$ cat config.mk
export PLATFORM = sky130hd
export DESIGN_NAME = sole_ctrl
export DESIGN_NICKNAME = d
export VERILOG_FILES = /design/src/rtl/sole_pkg.sv /design/src/rtl/sole_ctrl.sv
export SDC_FILE = /design/constraint.sdc
export NUM_CORES = 1
export LEC_CHECK = 0
export BUFFER_PORTS_ARGS = -buffer_cell sky130_fd_sc_hd__buf_2
export CAP_MARGIN = 20
export CORE_ASPECT_RATIO = 0.75
export CORE_MARGIN = 2
export CORE_UTILIZATION = 25
export DETAILED_ROUTE_END_ITERATION = 16
export GPL_TIMING_DRIVEN = 0
export PLACE_DENSITY_LB_ADDON = 0.25
export SLEW_MARGIN = 20
export SYNTH_ARGS = -nofsm -noshare
export SYNTH_HDL_FRONTEND = slang
export SYNTH_SLANG_ARGS = --single-unit
export TNS_END_PERCENT = 100
$ cat constraint.sdc
create_clock -name clk -period 5.7 [get_ports clk]
set_clock_uncertainty 0.2 [all_clocks]
set_input_delay 0.57 -clock clk [delete_from_list [all_inputs] [get_ports clk]]
set_output_delay 0.57 -clock clk [all_outputs]
set_load 0.02 [all_outputs]
$ cat src/rtl/sole_pkg.sv
// ----------------------------------------------------------------------------
// Second-order lag element: shared package
// Register indexes, controller commands and fixed widths used across the block.
// ----------------------------------------------------------------------------
package sole_pkg;

  localparam int DIGIT_W      = 8;
  localparam int CFG_INDEX_W  = 2;
  localparam int TCONST_W     = 32;
  localparam int PERIOD_W     = 32;
  localparam int DAMP_FIELD_W = 24;

  localparam logic [PERIOD_W-1:0] PERIOD_RESET = 32'd655;

  typedef enum logic [CFG_INDEX_W-1:0] {
    REG_GAIN          = 2'd0,
    REG_TIME_CONSTANT = 2'd1,
    REG_DAMPING       = 2'd2,
    REG_SAMPLE_PERIOD = 2'd3
  } reg_index_t;

  typedef enum logic [3:0] {
    CMD_IDLE,
    CMD_MUL_LOAD,
    CMD_MUL_STEP,
    CMD_MUL_STORE,
    CMD_DEN_A,
    CMD_DEN_B,
    CMD_DIV_LOAD,
    CMD_DIV_STEP,
    CMD_FINISH
  } cmd_op_t;

  typedef enum logic [2:0] {
    PROD_TT,
    PROD_DT,
    PROD_DTD,
    PROD_DD,
    PROD_T1,
    PROD_T2,
    PROD_UD,
    PROD_T3
  } prod_t;

  typedef struct packed {
    cmd_op_t op;
    prod_t   prod;
  } cmd_t;

endpackage

$ cat src/rtl/sole_ctrl.sv
// ----------------------------------------------------------------------------
// Second-order lag element: controller
// Sequences the eight digit-serial products, the denominator sum, the
// restoring division and the final rounding for each item.
// ----------------------------------------------------------------------------
module sole_ctrl #(
  parameter int SIGNAL_WIDTH = 32,
  parameter int NDIG         = 5
) (
  input  logic            clk,
  input  logic            rst,
  input  logic            in_valid,
  output logic            in_ready,
  output logic            out_valid,
  input  logic            out_ready,
  output sole_pkg::cmd_t  cmd
);

  localparam int CW = $clog2(SIGNAL_WIDTH + 1);

  typedef enum logic [3:0] {
    S_IDLE,
    S_MUL_LOAD,
    S_MUL_STEP,
    S_MUL_STORE,
    S_DEN_A,
    S_DEN_B,
    S_DIV_LOAD,
    S_DIV_STEP,
    S_FINISH
  } state_t;

  state_t          state;
  sole_pkg::prod_t prod;
  sole_pkg::prod_t prod_next;
  logic [CW-1:0]   cnt;
  logic            out_free;

  assign out_free = !out_valid || out_ready;

  always_comb begin
    case (prod)
      sole_pkg::PROD_TT:  prod_next = sole_pkg::PROD_DT;
      sole_pkg::PROD_DT:  prod_next = sole_pkg::PROD_DTD;
      sole_pkg::PROD_DTD: prod_next = sole_pkg::PROD_DD;
      sole_pkg::PROD_DD:  prod_next = sole_pkg::PROD_T1;
      sole_pkg::PROD_T1:  prod_next = sole_pkg::PROD_T2;
      sole_pkg::PROD_T2:  prod_next = sole_pkg::PROD_UD;
      sole_pkg::PROD_UD:  prod_next = sole_pkg::PROD_T3;
      default:            prod_next = sole_pkg::PROD_TT;
    endcase
  end

  always_comb begin
    cmd.prod = prod;
    case (state)
      S_MUL_LOAD:  cmd.op = sole_pkg::CMD_MUL_LOAD;
      S_MUL_STEP:  cmd.op = sole_pkg::CMD_MUL_STEP;
      S_MUL_STORE: cmd.op = sole_pkg::CMD_MUL_STORE;
      S_DEN_A:     cmd.op = sole_pkg::CMD_DEN_A;
      S_DEN_B:     cmd.op = sole_pkg::CMD_DEN_B;
      S_DIV_LOAD:  cmd.op = sole_pkg::CMD_DIV_LOAD;
      S_DIV_STEP:  cmd.op = sole_pkg::CMD_DIV_STEP;
      S_FINISH:    cmd.op = out_free ? sole_pkg::CMD_FINISH : sole_pkg::CMD_IDLE;
      default:     cmd.op = sole_pkg::CMD_IDLE;
    endcase
  end

  always_ff @(posedge clk) begin
    if (rst) begin
      state     <= S_IDLE;
      prod      <= sole_pkg::PROD_TT;
      cnt       <= '0;
      in_ready  <= 1'b1;
      out_valid <= 1'b0;
    end else begin
      if (out_valid && out_ready && state != S_FINISH) begin
        out_valid <= 1'b0;
      end
      case (state)
        S_IDLE: begin
          if (in_valid && in_ready) begin
            in_ready <= 1'b0;
            prod     <= sole_pkg::PROD_TT;
            state    <= S_MUL_LOAD;
          end
        end
        S_MUL_LOAD: begin
          cnt   <= '0;
          state <= S_MUL_STEP;
        end
        S_MUL_STEP: begin
          if (cnt == CW'(NDIG - 1)) begin
            state <= S_MUL_STORE;
          end else begin
            cnt <= cnt + CW'(1);
          end
        end
        S_MUL_STORE: begin
          if (prod == sole_pkg::PROD_T3) begin
            state <= S_DEN_A;
          end else begin
            prod  <= prod_next;
            state <= S_MUL_LOAD;
          end
        end
        S_DEN_A: begin
          state <= S_DEN_B;
        end
        S_DEN_B: begin
          state <= S_DIV_LOAD;
        end
        S_DIV_LOAD: begin
          cnt   <= '0;
          state <= S_DIV_STEP;
        end
        S_DIV_STEP: begin
          if (cnt == CW'(SIGNAL_WIDTH)) begin
            state <= S_FINISH;
          end else begin
            cnt <= cnt + CW'(1);
          end
        end
        S_FINISH: begin
          if (out_free) begin
            out_valid <= 1'b1;
            in_ready  <= 1'b1;
            state     <= S_IDLE;
          end
        end
        default: begin
          state <= S_IDLE;
        end
      endcase
    end
  end

endmodule

# --- Word-level counts from Yosys, hierarchy flattened ---
# Cells that the tools add are included.
# Widths: inputs -> output; s select.
word_totals:
  ram_bits: 0
  latch_bits: 0
  ff_bits: 15
  romBits: 0
  in_bits: 4
  word_cells: 67
  n_memories: 0
  output_inout_bits: 9
op_classes:
  shifts: 0
  n_addsub: 1
  magnitude_cmp: 0
  reduce_logical: 15
  bitwise_logic: 0
  n_div: 0
  n_eq_ne: 25
  muxes: 21
  multipliers: 0
op_table:
  columns: ["cell", "count"]
  rows:
  - ["$pmux 4 s9", 1]
  - ["$pmux 4 s8", 1]
  - ["$pmux 3 s7", 1]
  - ["$mux 4", 5]
  - ["$pmux 6 s3", 1]
  - ["$eq 4x3->1 const B", 4]
  - ["$ne 2x2->1 const B", 7]
  - ["$eq 3x3->1 const B", 4]
  - ["$mux 6", 2]
  - ["$mux 3", 3]
  - ["$reduce_and 3->1", 3]
  - ["$eq 4x2->1 const B", 2]
  - ["$add 6x1->6 const B", 1]
  - ["$eq 3x2->1 const B", 2]
  - ["$eq 6x3->1 const B", 1]
  - ["$eq 6x6->1 const B", 1]
  - ["$pmux 3 s2", 1]
  - ["$mux 1", 5]
  - ["$eq 4x1->1 const B", 1]
  - ["$eq 4x4->1 const B", 1]
  - ["$logic_not 4->1", 1]
  - ["$ne 4x4->1 const B", 1]
  - ["$reduce_and 4->1", 1]
  - ["$reduce_bool 2->1", 2]
  - ["other kinds (8)", 10]

# --- Logic depth before layout (Yosys ltp) ---
logic_depth:
  depth_word: 5
  mapped_depth: 8
  mapped_depth_nobuf: 7

# --- Least setup slack after synthesis ---
# Ideal clock, no wire load.
synth_path:
  kind: "register to output"
  startpoint: "register state[2]"
  endpoint: "output port cmd[6] in the netlist's numbering"
  t_arrival_ns: 1.174
  setup_slack_ns: 3.756
  path_stages_with_launch: 4
  n_path_buf: 1
  required_time_ns: 4.930
  path_cell_list: "dfxtp_1 > clkbuf_1 > nor3_1 > and3_1"
synth_lines:
  columns: ["item", "line_no", "text"]
  rows:
  - ["start: declaration", "sole_ctrl.sv:33", "state_t state;"]
  - ["start signal: assignment", "sole_ctrl.sv:71", "state <= S_IDLE;"]
  - ["start signal: assignment", "sole_ctrl.sv:85", "state <= S_MUL_LOAD;"]
  - ["start signal: assignment", "sole_ctrl.sv:90", "state <= S_MUL_STEP;"]
  - ["end: declaration", "sole_ctrl.sv:16", "output sole_pkg::cmd_t cmd"]

==> impl_metrics.csv <==
group,metric,value,unit
status,status,"completed",
worst_setup_path,cp.arrival,1660,ps
layout,fin_cells,196,
layout,drive_above_1_share,13.89,%
timing,rsz0062_at_grt,"false",
timing,min_period_over_period,42.69,%
worst_setup_path,reg2reg_slack,3560,ps
global_routing,grt_use_total,11.79,%
hold_path,holdPathEnd,"cnt[3]$_SDFFE_PP0P_",
clocking,clock_sinks,15,
worst_setup_path,critPathMaxStageDelay,460,ps
worst_setup_path,critPathCaptureType,"output pin",
global_routing,overflow,0,
timing,slew_violations,0,
detailed_routing,dr.first_iter.drc_count,53,
floorplan,die_h,59.04,um
pwr,total_power,246.0,uW
pwr,leakage,0.4698,nW
detailed_routing,vias,983,
logic_synthesis,yosysUniqueCellTypes,41,
clocking,h-tree-depth,1,
hold_path,hold_class,"reg -> reg",
pwr,sw_frac_of_total,28.61,%
logic_synthesis,synth_top_area_cell,"dfxtp_1",
global_routing,grt_pass1_wl,4181,um
hold_path,worstHoldStart,"cnt[1]$_SDFFE_PP0P_",
logic_synthesis,async_reset_ff_share,0,%
worst_setup_path,cp.buffers_inverters,2,
pwr,clkPwrFrac,35.7,%
pwr,pwr-share-comb,18.7,%
detailed_routing,firstDrtPassIters,4,
place,hpwlAfterDp,1896,um
global_routing,grt_max_degree,11,
worst_setup_path,reg2reg_to,"cnt[1]$_SDFFE_PP0P_",
clocking,post_cts_buffers,0,
worst_setup_path,crit_chain,"clkbuf_1 > nor3_1 > and3_1 > buf_2",
floorplan,fp.dieArea,4568,um2
clocking,hold_buffers,0,
logic_synthesis,syn_nets,139,
worst_setup_path,timing.critical_path.slowest_stage_cell,"nor3_1",
timing,max_freq,411.0,MHz
clocking,clockBufferDepth,2,
layout,final_cell_mix,"nor2_1, dfxtp_1, buf_2, a21oi_1, nand2_1",
floorplan,ios,13,
detailed_routing,drt_wl_total,2485,um
worst_setup_path,crit_type,"reg -> out",
timing,period_needed,2433,ps
clocking,cts_tree,"yes",
global_routing,first_global_vias,913,
pwr,ir_drop,77.19,uV
worst_setup_path,rr_worst_depth,7,
worst_setup_path,cp.depth,4,
logic_synthesis,synth-seq-cells,15,
clocking,insertion_delay,250,ps
pwr,internal_power,175.6,uW
logic_synthesis,synthTopCellsByArea,"dfxtp_1, ha_1, nor2_1",
worst_setup_path,crit_fanout,10,
layout,n_antenna_cell,0,
layout,area_growth,16.85,%
clocking,cts_resized,0,
detailed_routing,ant_nets,0,
layout,n_fill_cell,417,
worst_setup_path,cp-start-kind,"flop",
global_routing,antenna_found_initial,0,
floorplan,start_util,26.88,%
place,routabilityCongestion,0.8453,
pwr,power.switching,70.40,uW
worst_setup_path,worstPathRequired,4930,ps
detailed_routing,drc_errors,0,
logic_synthesis,ys_warn_count,0,
pwr,pwr-share-seq,45.6,%
logic_synthesis,syn_area,1010,um2
worst_setup_path,rr_startpoint,"cnt[0]$_SDFFE_PP0P_",
timing,tns,0,ps
clocking,cts_buffers,3,
place,io_buffers,12,
place,place_inst,192,
timing,setup_viol,0,
floorplan,core,3756,um2
floorplan,core.rowCount,19,
hold_path,min_path_cells,2,
worst_setup_path,crit_family,"simple AND/OR/NAND/NOR gates",
detailed_routing,viasPerCell,5.015,
detailed_routing,wire_per_inst,12.68,um
layout,layout.nets,156,
clocking,cts-root-buf,"clkbuf_8",
pwr,power.density,208.5,nW/um2
job,cap_violations,0,
logic_synthesis,avgSynthCellArea,7.888,um2
timing,hold_viol_final,0,
timing,worstMarginPinSlew,501.2,ps
clocking,cts.clk_slew.worst_paths,60,ps
logic_synthesis,synth_enable_flop_cells,0,
floorplan,die_width,77.39,um
logic_synthesis,ys.flop_type,"dfxtp_1",
logic_synthesis,synth.top_cell.area_share,29.74,%
logic_synthesis,yosysSeqAreaShare,29.74,%
logic_synthesis,netlist_instances,128,
timing,slew-limit-headroom,66.36,%
kinds of logic (layout without fill, tap and decap cells):
logic type / after synthesis / after routing / synth area share (%)
buf+inv: 13 / 29 / 5.453
fa+ha+maj: 7 / 7 / 8.674
simple gates: 56 / 56 / 31.23
mux: 1 / 1 / 1.115
compound gates: 35 / 35 / 22.93
xor+xnor: 1 / 1 / 0.8676
flops: 15 / 15 / 29.74
per-layer routing:
layer	global-route usage [%]	wire, um
met1	16.12	1289
met3	1.982	105
met5	0	0
met2	18.26	1044
met4	5.867	46
through the flow:
stage / setup slack (ps) / area (um2) / utilization [%] / hold WS [ps]
3_5_place_dp: 3536 / 1135 / 30.21 / 334.0
2_1_floorplan: 3756 / 1010 / - / 290.2
5_1_grt: 3065 / 1180 / 31.41 / 364.7
4_1_cts: 3256 / 1180 / 31.41 / 343.5
3_3_place_gp: 3563 / 1135 / 30.21 / 321.6
6_report: 3267 / 1180 / 31.41 / 341.6
worst max-delay path by stage:
stage	slack (ps)	start	end
floorplan	3760	state[2]$_SDFFE_PP0P_	cmd[6]
global placement	3560	state[2]$_SDFFE_PP0P_	cmd[6]
detailed placement	3540	state[2]$_SDFFE_PP0P_	cmd[6]
CTS	3260	state[2]$_SDFFE_PP0P_	cmd[6]
global route	3070	state[2]$_SDFFE_PP0P_	cmd[6]
finish	3270	state[2]$_SDFFE_PP0P_	cmd[6]
registers in the layout (all words and copies together), names as in the netlist:
signal / count
cnt: 6
state: 4
prod: 3
in_ready: 1
out_valid: 1
worst min-delay path: stages, from the launching register on:
cell and delay (ps):
dfxtp_1 360, nand3_1 80, o31ai_1 60
final cells by class:
type                            instances  area, um2  area share, %
Multi-Input combinational cell        100      654.4          55.46
Sequential cell                        15      300.3          25.45
Buffer                                  6      28.78          2.439
Timing Repair Buffer                   12      60.06          5.090
Clock buffer                            4      45.04          3.818
Tap cell                               52      65.06          5.514
Inverter                                7      26.28          2.227
power groups by stage:
stage	clock, mW	sequential (mW)	combinational, mW
after floorplan	0	0.116	0.0321
after global placement	0	0.114	0.0447
after detailed placement	0	0.115	0.0453
after CTS	0.0921	0.112	0.0457
after global routing	0.0959	0.113	0.0520
final	0.0879	0.112	0.0459
cell usage after synthesis, types with 4 or more instances:
library cell	number
nand2_1	8
nor2b_1	6
o21ai_0	6
nor3_1	4
nand2b_1	5
inv_1	7
ha_1	7
dfxtp_1	15
a21oi_1	10
nor2_1	15
Note: power is estimated with default switching activity, not from simulation.
